[src/rtl/stcp_pkg.sv]
// Types, character codes and decode helpers shared by the serial time command parser.
// No dependencies; every rtl file refers to this package by scoped names.
`timescale 1ns / 1ps
`default_nettype none

package stcp_pkg;

    // Field and register widths
    localparam int TIMEOUT_W   = 20;
    localparam int HELP_W      = 7;
    localparam int CFG_INDEX_W = 2;

    // Reset values of the configuration registers
    localparam logic [TIMEOUT_W-1:0] TIMEOUT_RESET = 20'd150000;
    localparam logic [HELP_W-1:0]    HELP_RESET    = 7'd10;

    // Configuration register indexes
    localparam logic [CFG_INDEX_W-1:0] CFG_TIMEOUT_TICKS = 2'd0;
    localparam logic [CFG_INDEX_W-1:0] CFG_HELP_INTERVAL = 2'd1;

    // Default line capacity
    localparam int LINE_CAPACITY_DEF = 30;

    // Length of a valid set line; only the first SET_LEN bytes are ever compared
    localparam int SET_LEN  = 21;
    localparam int STORE_AW = $clog2(SET_LEN);
    localparam int DBG_LEN  = 7;

    // Character codes
    localparam logic [7:0] CHAR_BS    = 8'h08;
    localparam logic [7:0] CHAR_CR    = 8'h0D;
    localparam logic [7:0] CHAR_SPACE = 8'h20;
    localparam logic [7:0] CHAR_ZERO  = 8'h30;
    localparam logic [7:0] CHAR_ONE   = 8'h31;

    // Command prefixes: "set " and "debug "
    localparam logic [7:0] PFX_SET [0:3] = '{8'h73, 8'h65, 8'h74, 8'h20};
    localparam logic [7:0] PFX_DBG [0:5] = '{8'h64, 8'h65, 8'h62, 8'h75, 8'h67, 8'h20};

    typedef enum logic {
        CMD_BYTE = 1'b0,
        CMD_TICK = 1'b1
    } cmd_t;

    typedef enum logic [2:0] {
        KIND_ECHO      = 3'd0,
        KIND_SET_TIME  = 3'd1,
        KIND_DEBUG_OFF = 3'd2,
        KIND_DEBUG_ON  = 3'd3,
        KIND_TOO_LONG  = 3'd4,
        KIND_TOO_SHORT = 3'd5,
        KIND_HELP      = 3'd6
    } kind_t;

    typedef struct packed {
        cmd_t       cmd;
        logic [7:0] rx_byte;
    } in_item_t;

    typedef struct packed {
        kind_t      kind;
        logic [7:0] echo_byte;
        logic [7:0] year;
        logic [7:0] month;
        logic [7:0] day;
        logic [7:0] hour;
        logic [7:0] minute;
        logic [7:0] second;
        logic       debug_enabled;
        logic       last;
    } out_item_t;

    // Decode two ASCII digits as tens * 10 + ones, wrapping to 8 bits
    function automatic logic [7:0] two_digits(input logic [7:0] tens, input logic [7:0] ones);
        logic [7:0] t;
        logic [7:0] o;
        t = tens - CHAR_ZERO;
        o = ones - CHAR_ZERO;
        return (t << 3) + (t << 1) + o;
    endfunction

    // Result with all payload fields cleared but kind, echo and flag
    function automatic out_item_t make_result(input kind_t kind, input logic [7:0] echo,
                                              input logic dbg);
        out_item_t r;
        r               = '0;
        r.kind          = kind;
        r.echo_byte     = echo;
        r.debug_enabled = dbg;
        return r;
    endfunction

endpackage

`default_nettype wire

[src/rtl/serial_time_command_parser.sv]
// Serial time command parser: line assembly, command match, set-time decode, result queue.
// Depends on stcp_pkg for item types, character codes and the digit decoder.
`timescale 1ns / 1ps
`default_nettype none

// Usage:
//   s_valid/s_ready/s_item take one beat per received byte or time tick.
//   m_valid/m_ready/m_item return the results; m_item.last marks the final
//   result of an input beat. A beat yields zero to three results.
//   cfg_valid/cfg_ready/cfg_index/cfg_data write timeout_ticks (index 0) and
//   help_interval (index 1); cfg_ready is always high, other indexes are ignored.
// The first result of a beat is registered and is on m_item in the cycle after acceptance.
// Throughput: one input beat per cycle while each beat yields at most one
//   result and m_ready is high; a beat with several results holds the result
//   queue until they have left, and the next beat is taken in the cycle its last result leaves.
// The line is matched and decoded in the accepting cycle from a register file
//   of the first 21 line bytes.
// Reset (aresetn low, synchronous) empties the result queue, closes the line,
//   clears the debug flag and loads the configuration defaults.
// When the receiver stalls, results wait in the three-entry queue and s_ready
//   drops until the queue is about to empty.
module serial_time_command_parser #(
    parameter int LINE_CAPACITY = stcp_pkg::LINE_CAPACITY_DEF
) (
    input  wire                                  aclk,
    input  wire                                  aresetn,

    input  wire                                  s_valid,
    output logic                                 s_ready,
    input  stcp_pkg::in_item_t                   s_item,

    output logic                                 m_valid,
    input  wire                                  m_ready,
    output stcp_pkg::out_item_t                  m_item,

    input  wire                                  cfg_valid,
    output logic                                 cfg_ready,
    input  wire [stcp_pkg::CFG_INDEX_W-1:0]      cfg_index,
    input  wire [stcp_pkg::TIMEOUT_W-1:0]        cfg_data
);

    localparam int FILL_W = $clog2(LINE_CAPACITY);
    localparam logic [FILL_W-1:0] FILL_LAST = FILL_W'(LINE_CAPACITY - 1);
    localparam logic [FILL_W-1:0] FILL_SET  = FILL_W'(stcp_pkg::SET_LEN);

    // Configuration
    logic [stcp_pkg::TIMEOUT_W-1:0] timeout_ticks_reg;
    logic [stcp_pkg::HELP_W-1:0]    help_interval_reg;

    // Parser state
    logic [7:0]                     store_reg [0:stcp_pkg::SET_LEN-1];
    logic [FILL_W-1:0]              fill_reg, fill_next;
    logic                           active_reg, active_next;
    logic [stcp_pkg::TIMEOUT_W-1:0] timeout_left_reg, timeout_left_next;
    logic [stcp_pkg::HELP_W-1:0]    help_count_reg, help_count_next;
    logic                           debug_reg, debug_next;

    // Result queue
    stcp_pkg::out_item_t            res_reg [0:2];
    stcp_pkg::out_item_t            res_next [0:2];
    logic [1:0]                     cnt_reg;
    logic [1:0]                     new_cnt;

    logic                           accept;
    logic                           pop;
    logic                           store_we;
    logic                           is_set;
    logic                           is_dbg;
    stcp_pkg::out_item_t            cmd_res;
    logic                           cmd_hit;

    assign cfg_ready = 1'b1;
    assign m_valid   = (cnt_reg != 2'd0);
    assign m_item    = res_reg[0];
    assign pop       = m_valid && m_ready;
    assign s_ready   = (cnt_reg == 2'd0) || ((cnt_reg == 2'd1) && m_ready);
    assign accept    = s_valid && s_ready;

    // Prefix matches over the stored line
    always_comb begin
        is_set = (fill_reg >= FILL_W'(4));
        for (int i = 0; i < 4; i++) begin
            if (store_reg[i] != stcp_pkg::PFX_SET[i]) begin
                is_set = 1'b0;
            end
        end
        is_dbg = (fill_reg >= FILL_W'(stcp_pkg::DBG_LEN));
        for (int i = 0; i < 6; i++) begin
            if (store_reg[i] != stcp_pkg::PFX_DBG[i]) begin
                is_dbg = 1'b0;
            end
        end
    end

    // Command result for a carriage return
    always_comb begin
        cmd_res    = stcp_pkg::make_result(stcp_pkg::KIND_ECHO, 8'd0, debug_reg);
        cmd_hit    = 1'b0;
        debug_next = debug_reg;
        priority if (is_set) begin
            cmd_hit = 1'b1;
            priority if (fill_reg > FILL_SET) begin
                cmd_res.kind = stcp_pkg::KIND_TOO_LONG;
            end else if (fill_reg < FILL_SET) begin
                cmd_res.kind = stcp_pkg::KIND_TOO_SHORT;
            end else begin
                cmd_res.kind   = stcp_pkg::KIND_SET_TIME;
                cmd_res.year   = stcp_pkg::two_digits(store_reg[4], store_reg[5]);
                cmd_res.month  = stcp_pkg::two_digits(store_reg[7], store_reg[8]);
                cmd_res.day    = stcp_pkg::two_digits(store_reg[10], store_reg[11]);
                cmd_res.hour   = stcp_pkg::two_digits(store_reg[13], store_reg[14]);
                cmd_res.minute = stcp_pkg::two_digits(store_reg[16], store_reg[17]);
                cmd_res.second = stcp_pkg::two_digits(store_reg[19], store_reg[20]);
            end
        end else if (is_dbg && store_reg[6] == stcp_pkg::CHAR_ZERO) begin
            cmd_hit               = 1'b1;
            debug_next            = 1'b0;
            cmd_res.kind          = stcp_pkg::KIND_DEBUG_OFF;
            cmd_res.debug_enabled = 1'b0;
        end else if (is_dbg && store_reg[6] == stcp_pkg::CHAR_ONE) begin
            cmd_hit               = 1'b1;
            debug_next            = 1'b1;
            cmd_res.kind          = stcp_pkg::KIND_DEBUG_ON;
            cmd_res.debug_enabled = 1'b1;
        end else begin
            cmd_hit = 1'b0;
        end
    end

    // Next state and results of one input beat
    always_comb begin
        fill_next         = fill_reg;
        active_next       = active_reg;
        timeout_left_next = timeout_left_reg;
        help_count_next   = help_count_reg;
        store_we          = 1'b0;
        new_cnt           = 2'd0;
        for (int i = 0; i < 3; i++) begin
            res_next[i] = stcp_pkg::make_result(stcp_pkg::KIND_ECHO, 8'd0, debug_reg);
        end
        unique case (s_item.cmd)
            stcp_pkg::CMD_TICK: begin
                if (active_reg) begin
                    if (timeout_left_reg <= stcp_pkg::TIMEOUT_W'(1)) begin
                        active_next       = 1'b0;
                        fill_next         = '0;
                        timeout_left_next = '0;
                    end else begin
                        timeout_left_next = timeout_left_reg - 1'b1;
                    end
                end else if (help_count_reg == '0) begin
                    help_count_next = help_interval_reg;
                    res_next[0]     = stcp_pkg::make_result(stcp_pkg::KIND_HELP, 8'd0,
                                                            debug_reg);
                    new_cnt         = 2'd1;
                end else begin
                    help_count_next = help_count_reg - 1'b1;
                end
            end
            stcp_pkg::CMD_BYTE: begin
                // fill_reg is already zero while no line is open
                active_next       = 1'b1;
                timeout_left_next = timeout_ticks_reg;
                res_next[0]       = stcp_pkg::make_result(stcp_pkg::KIND_ECHO, s_item.rx_byte,
                                                          debug_reg);
                priority if (s_item.rx_byte == stcp_pkg::CHAR_BS) begin
                    res_next[1] = stcp_pkg::make_result(stcp_pkg::KIND_ECHO,
                                                        stcp_pkg::CHAR_SPACE, debug_reg);
                    res_next[2] = stcp_pkg::make_result(stcp_pkg::KIND_ECHO,
                                                        stcp_pkg::CHAR_BS, debug_reg);
                    new_cnt     = 2'd3;
                    if (fill_reg != '0) begin
                        fill_next = fill_reg - 1'b1;
                    end
                end else if (s_item.rx_byte == stcp_pkg::CHAR_CR) begin
                    res_next[1] = cmd_res;
                    new_cnt     = cmd_hit ? 2'd2 : 2'd1;
                    active_next = 1'b0;
                    fill_next   = '0;
                end else begin
                    new_cnt  = 2'd1;
                    store_we = (fill_reg < FILL_SET);
                    // drop the line once it fills the capacity
                    if (fill_reg == FILL_LAST) begin
                        active_next = 1'b0;
                        fill_next   = '0;
                    end else begin
                        fill_next = fill_reg + 1'b1;
                    end
                end
            end
            default: begin
                new_cnt = 2'd0;
            end
        endcase
        if (new_cnt != 2'd0) begin
            res_next[new_cnt - 2'd1].last = 1'b1;
        end
    end

    // Control and configuration registers
    always_ff @(posedge aclk) begin
        if (!aresetn) begin
            timeout_ticks_reg <= stcp_pkg::TIMEOUT_RESET;
            help_interval_reg <= stcp_pkg::HELP_RESET;
            fill_reg          <= '0;
            active_reg        <= 1'b0;
            timeout_left_reg  <= stcp_pkg::TIMEOUT_RESET;
            help_count_reg    <= stcp_pkg::HELP_RESET;
            debug_reg         <= 1'b0;
            cnt_reg           <= 2'd0;
        end else begin
            if (cfg_valid && cfg_ready) begin
                if (cfg_index == stcp_pkg::CFG_TIMEOUT_TICKS) begin
                    timeout_ticks_reg <= cfg_data;
                end
                if (cfg_index == stcp_pkg::CFG_HELP_INTERVAL) begin
                    help_interval_reg <= cfg_data[stcp_pkg::HELP_W-1:0];
                end
            end
            if (accept) begin
                fill_reg         <= fill_next;
                active_reg       <= active_next;
                timeout_left_reg <= timeout_left_next;
                help_count_reg   <= help_count_next;
                if (s_item.cmd == stcp_pkg::CMD_BYTE && s_item.rx_byte == stcp_pkg::CHAR_CR) begin
                    debug_reg <= debug_next;
                end
                cnt_reg <= new_cnt;
            end else if (pop) begin
                cnt_reg <= cnt_reg - 2'd1;
            end
        end
    end

    // Line bytes and result queue payload
    always_ff @(posedge aclk) begin
        if (accept && store_we) begin
            store_reg[fill_reg[stcp_pkg::STORE_AW-1:0]] <= s_item.rx_byte;
        end
        if (accept) begin
            for (int i = 0; i < 3; i++) begin
                res_reg[i] <= res_next[i];
            end
        end else if (pop) begin
            // advance the queue by one result
            res_reg[0] <= res_reg[1];
            res_reg[1] <= res_reg[2];
        end
    end

endmodule

`default_nettype wire
[config.mk]
export PLATFORM = sky130hd
export DESIGN_NAME = serial_time_command_parser
export DESIGN_NICKNAME = d
export VERILOG_FILES = /design/src/rtl/stcp_pkg.sv /design/src/rtl/serial_time_command_parser.sv
export SDC_FILE = /design/constraint.sdc
export NUM_CORES = 1
export LEC_CHECK = 0
export BUFFER_PORTS_ARGS = -buffer_cell sky130_fd_sc_hd__buf_2
export CAP_MARGIN = 20
export CORE_ASPECT_RATIO = 0.8
export CORE_MARGIN = 1.5
export CORE_UTILIZATION = 35
export DETAILED_ROUTE_END_ITERATION = 7
export GPL_TIMING_DRIVEN = 1
export MAX_ROUTING_LAYER = met4
export SLEW_MARGIN = 20
export SYNTH_ARGS = -nofsm -noshare
export SYNTH_HDL_FRONTEND = slang
export SYNTH_SLANG_ARGS = --single-unit
export TNS_END_PERCENT = 100
[constraint.sdc]
create_clock -name aclk -period 6.1 [get_ports aclk]
set_input_delay 0.305 -clock aclk [delete_from_list [all_inputs] [get_ports aclk]]
set_output_delay 0.305 -clock aclk [all_outputs]
set_load 0.01 [all_outputs]
==> impl_metrics.toml, run 1 <==
[pwr]
p_int_mw = 4.07
net-switching-power_mw = 1.25
p_comb_frac = 0.092
leakage_nw = 6.57
p_sw_frac = 0.235
power.density_mw_per_mm2 = 315
ir_drop_v = 0.000188
clkPwrFrac = 0.419
p_seq_frac = 0.489

[logic_synthesis]
synth_top_cell_by_area = "edfxtp_1"
synth.area.top_cells = "edfxtp_1 (50%), dfxtp_1 (8.5%), ha_1 (6.9%), fa_1 (4.0%), and2_1 (3.9%)"
synth.most_common_cell = "edfxtp_1"
ys_seq_area_frac = 0.589
yosysTopAreaCellShare = 0.504
syn-num-nets = 1355
synthCells = 1207
synth_area_per_cell_um2 = 12.3
yosys_warnings = 0
synth_commonest_cells = "edfxtp_1 (250), and2_1 (92), inv_1 (84), ha_1 (82), nand2_1 (79)"
ys.flop_type = "edfxtp_1"
synthDistinctLibCells = 64
synth_seq_cells = 313
synth-edff-count = 250
syn_area_mm2 = 0.0149
async_reset_ff_frac = 0

[clocking]
cts_tree = "built"
clk_latency_ns = 0.53
cts-buffers-inserted = 36
clk_pin_slew_ns = 0.06
cts_max_path_buffers = 3
cts.sinks = 313
cts_root_buffer = "clkbuf_16"
cts-htree-levels = 2

[route]
via_count = 8810
vias_per_cell = 4.79
firstDrtPassIters = 5
totalWireLength_mm = 29.6
wl_per_cell_um = 16.1
drt_iter0_drc = 642
final_antenna_net_count = 0
drc = 0

[worst_setup_path]
crit_path_max_fanout = 26
arrival_ns = 3.66
crit_type = "register to register"
regToRegStartpoint = "cnt_reg[0]"
critical_path.startpoint_type = "register"
cp-end-kind = "register"
worstReg2RegEnd = "store_reg[11][7]"
r2r_cells = 9
r2r_slack_ns = 2.60
required_ns = 6.25

[die]
fp.dieW_um = 234
die_area_mm2 = 0.0438
fp.dieH_um = 188
pin_count = 100
rows = 67
coreArea_mm2 = 0.0419
initial_core_util = 0.355

[placed_design]
detailedPlace.worstSlack_ns = 2.66
dp_hpwl_mm = 19.9
portBuffers = 98
globalplace.congestion = 0.856

[layout]
largest_reg_flops = 131
n_fill_cell = 3932
multi_input_area_mm2 = 0.00523
areaGrowthSynthToFinish_pct = 13.3
drive_gt1_frac = 0.139
seqCellArea_mm2 = 0.00877
num-nets-final = 1406

[hold_path]
hp-start = "cfg_data[5]"
hold_depth = 3
hold_path_end = "timeout_ticks_reg[5]"
min_path_type = "input port to register"

[timing]
fmax_ghz = 0.285
final.setup.worst_slack_ns = 2.60
fin_setup_tns_ns = 0
final-hold-violation-count = 0
worstMarginPinSlew_ns = 1.05
finalCriticalPeriod_ns = 3.50
setup_viol = 0
holdWs_ns = 0.00770
relSlewSlack = 0.299
drv_slew = 0
rsz0062_at_grt = "false"
period_share = 0.574
finalClockSkew_ns = 0.0308

[run]
drv_cap = 0

[grt]
gr-usage-met3 = 0.0251
grt_use_met1 = 0.195
grt-ovfl-total = 0
grt_pass1_wl_mm = 47.5
grt.total_usage = 0.141
grt_max_degree = 72
use_met2 = 0.212
busiest_layer = "met2"
antenna_found_initial = 1
grt_pass1_vias = 8881

[outcome]
status = "complete, no violations"
[logic make-up (layout without fill, tap and decap cells)]
kind of cell	count (synthesis)	after routing	synth area share
AO/OA/AOI/OAI	145	145	0.0607
XOR/XNOR	50	50	0.0294
adder cells (fa/ha/maj)	112	112	0.109
buffers and inverters	185	264	0.0628
flip-flops	313	313	0.589
multiplexers	11	11	0.00739
other	1	2	0.000252
AND/OR/NAND/NOR	390	390	0.141
[timing repair]
action	in CTS	in global routing
hold endpoints to repair	7	0
resized for setup	0	0
setup buffers	0	0
hold buffers	7	0
[placed cells by master (no fill, tap or decap), types with 7 or more instances in the layout]
master	Yosys	routed
a21o_1	16	16
a21oi_1	56	55
and2_1	92	92
buf_2	1	98
buf_4	62	8
clkbuf_16	0	38
dfxtp_1	63	63
dlygate4sd3_1	0	7
edfxtp_1	250	250
fa_1	30	30
ha_1	82	82
inv_1	84	84
mux2i_1	11	11
nand2_1	79	78
nand2b_1	10	10
nand3_1	36	36
nand4_1	7	7
nor2_1	73	73
nor3_1	27	24
nor4_1	7	7
nor4bb_1	7	7
o211ai_1	7	7
o21ai_0	27	27
or3_1	16	16
xnor2_1	43	43
xor2_1	7	7
[power groups by stage]
stage / clock network [mW] / logic, mW / registers (mW)
6_report: 2.23 / 0.490 / 2.60
2_1_floorplan: 0 / 0.402 / 2.65
5_1_grt: 2.36 / 0.549 / 2.62
3_5_place_dp: 0 / 0.496 / 2.65
3_3_place_gp: 0 / 0.491 / 2.65
4_1_cts: 2.27 / 0.501 / 2.61
[metal layers]
metal / share of wire / routed length [um] / up-vias
met5: 0 / 0 / -
met4: 0.022 / 656 / 0
met3: 0.055 / 1640 / 52
met2: 0.44 / 13200 / 214
met1: 0.48 / 14100 / 4232
li1: - / - / 4312
[metrics by stage]
stage	power, mW	util	cells	area (um^2)
5_1_grt	5.53	0.403	1839	16900
6_report	5.32	0.403	1839	16900
3_3_place_gp	3.14	0.371	1765	15500
4_1_cts	5.38	0.402	1838	16900
2_1_floorplan	3.05	-	1207	14900
3_5_place_dp	3.15	0.371	1765	15500
[area by class of cell]
type | instances | share of cell area
timing repair buffer | 113 | 0.0368
clock buffer | 49 | 0.0618
clock inverter | 17 | 0.0120
tap | 552 | 0.0409
multi-input combinational | 709 | 0.310
inverter | 85 | 0.0189
sequential | 313 | 0.520
antenna | 1 | 0.000148
[critical path: stages (launching register included)]
cell and delay (ns):
dfxtp_1 0.38, ha_1 0.23, a21o_1 0.16, nand3_1 0.08, buf_4 0.22, nor2_1 0.43, buf_4 0.23, nand3_1 0.24
or3b_2 0.60, nor2_1 0.55
[how the worst max path moves through the flow]
stage / cells after the start / start / endpoint / slack [ns]
6_report: 9 / cnt_reg[0] / store_reg[11][7] / 2.60
5_1_grt: 9 / cnt_reg[0] / store_reg[11][2] / 2.37
4_1_cts: 9 / cnt_reg[0] / store_reg[8][0] / 2.65
3_5_place_dp: 9 / cnt_reg[0] / store_reg[8][0] / 2.66
3_3_place_gp: 10 / cnt_reg[1] / store_reg[8][0] / 2.75
2_1_floorplan: 7 / cnt_reg[0] / res_reg[0][0] / 1.74
(Power assumes the default switching activity.)
==> inputs of run 2 (changes only) <==
==> constraint.sdc (replaced) <==
create_clock -name aclk -period 2.9 [get_ports aclk]
set_input_delay 0.145 -clock aclk [delete_from_list [all_inputs] [get_ports aclk]]
set_output_delay 0.145 -clock aclk [all_outputs]
set_load 0.01 [all_outputs]
==> run 2 against run 1 <==
Hold slack better by 0.045 ns. Clock skew is 0.0018 ns lower. Core utilization is 1.2 points higher. Combinational power is 130% higher. Setup slack worse by 2.4 ns. Sequential cell count stayed put. First-iteration DRC count is 27% lower. Highest routed layer unchanged.
==> impl_metrics.toml, run 2 (same netlist as run 1, synthesis figures left out) <==
[pwr]
p_comb_frac = 0.101
p_seq_frac = 0.487
ir_drop_v = 0.000295
leakage_nw = 6.86
power.density_mw_per_mm2 = 645
clkPwrFrac = 0.412
net-switching-power_mw = 2.58
p_int_mw = 8.64
p_sw_frac = 0.230

[layout]
n_fill_cell = 3945
mostFrequentLayoutCell = "edfxtp_1"
largest_reg_flops = 131
num-nets-final = 1466
areaGrowthSynthToFinish_pct = 16.8
fin_cells = 1895
final_util = 0.415
drive_gt1_frac = 0.157
final_cell_mix = "edfxtp_1 (250), buf_2 (98), and2_1 (92), inv_1 (84), ha_1 (82)"

[clocking]
cts.sinks = 313
cts_root_buffer = "clkbuf_16"
cts-htree-levels = 2
clk_pin_slew_ns = 0.06
cts_resized = 0
clk_latency_ns = 0.52
cts_max_path_buffers = 3
cts-buffers-inserted = 35
cts_tree = "built"

[grt]
grt-ovfl-total = 0
grt_max_degree = 63
grt_pass1_vias = 8996
antenna_found_initial = 1
grt.total_usage = 0.142
grt_pass1_wl_mm = 47.8

[timing]
setup_viol = 0
rsz0062_at_grt = "false"
relSlewSlack = 0.353
finalClockSkew_ns = 0.0290
final-hold-violation-count = 0
drv_slew = 0
fin_setup_tns_ns = 0
period_share = 0.936
worstMarginPinSlew_ns = 0.962
finalCriticalPeriod_ns = 2.72
fmax_ghz = 0.368

[placed_design]
dp_hpwl_mm = 20.6
globalplace.congestion = 0.804
place_inst = 1805
portBuffers = 98

[route]
vias_per_cell = 4.73
drt_iter0_drc = 469
final_antenna_net_count = 0
drc = 0
firstDrtPassIters = 5
via_count = 8969
totalWireLength_mm = 29.7
wl_per_cell_um = 15.7

[die]
initial_core_util = 0.355
die_area_mm2 = 0.0438
rows = 67
coreArea_mm2 = 0.0419
fp.dieH_um = 188
pin_count = 100
fp.dieW_um = 234

[worst_setup_path]
cp-end-kind = "register"
crit_type = "register to register"
crit_slowest_cell = "fa_1"
critical_path.startpoint_type = "register"
worstPathCellList = "fa_1 -> ha_1 -> ha_1 -> fa_1 -> a21o_1 -> a21oi_1 -> xnor2_1 -> nor2_1"
arrival_ns = 2.97
crit_path_max_fanout = 3
max_stage_delay_ns = 0.51
required_ns = 3.15

[hold_path]
min_path_type = "input port to register"

[run]
drv_cap = 0

[outcome]
status = "complete, no violations"
run 2: repair_timing:
action                                 CTS  global route
endpoints found under the hold margin   32             0
hold buffers                            28             0
buffers inserted                         0             0
run 2: worst paths after layout:
check	slack [ns]	end	startpoint	depth (start not counted)
hold / removal	0.05	store_reg[0][0]	s_item[0]	1
setup / recovery	0.18	res_reg[0][110]	store_reg[4][0]	8
hold reg to reg	0.46	timeout_ticks_reg[10]	timeout_ticks_reg[10]	2
setup reg to reg	0.18	res_reg[0][110]	store_reg[4][0]	8
run 2: metal layers:
layer	global-route usage	part of all wire	routed length, um
met1	0.195	0.49	14500
met2	0.220	0.45	13500
met3	0.0255	0.044	1300
met4	0.0328	0.015	456
met5	-	0	0
run 2: stage by stage:
stage               hold WS [ns]  power [mW]  setup slack, ns  instance area (um^2)
finish                    0.0525        11.2            0.185                 17400
CTS                       0.0268        11.4            0.168                 17400
floorplan                  0.244        6.39            0.345                 14900
global placement           0.355        6.67            0.243                 15900
global route              0.0319        11.7           0.0698                 17400
detailed placement         0.355        6.69            0.176                 15900
run 2: cell type report:
class / instances / area [um^2] / share of cell area
diodes: 1 / 2.50 / 0.000144
flip-flops and latches: 313 / 8770 / 0.504
well taps: 552 / 691 / 0.0397
clock inverters: 16 / 234 / 0.0135
multi-input cells: 709 / 5220 / 0.300
clock buffers: 45 / 965 / 0.0555
repair buffers: 174 / 1190 / 0.0686
inverters: 85 / 319 / 0.0183
run 2: worst max-delay path, delay by kind of cell, from the launching register on:
kind | cells | cell delay, ns
flip-flops | 1 | 0.45
adder cells (fa/ha/maj) | 4 | 1.46
AO/OA/AOI/OAI | 2 | 0.36
XOR/XNOR | 1 | 0.13
AND/OR/NAND/NOR | 1 | 0.05
run 2: power by group through the flow:
stage,registers [mW],clock network (mW),logic [mW]
after floorplan,5.54,0,0.850
after global placement,5.56,0,1.11
after detailed placement,5.56,0,1.13
after CTS,5.47,4.75,1.16
after global routing,5.50,4.92,1.26
final,5.46,4.62,1.13
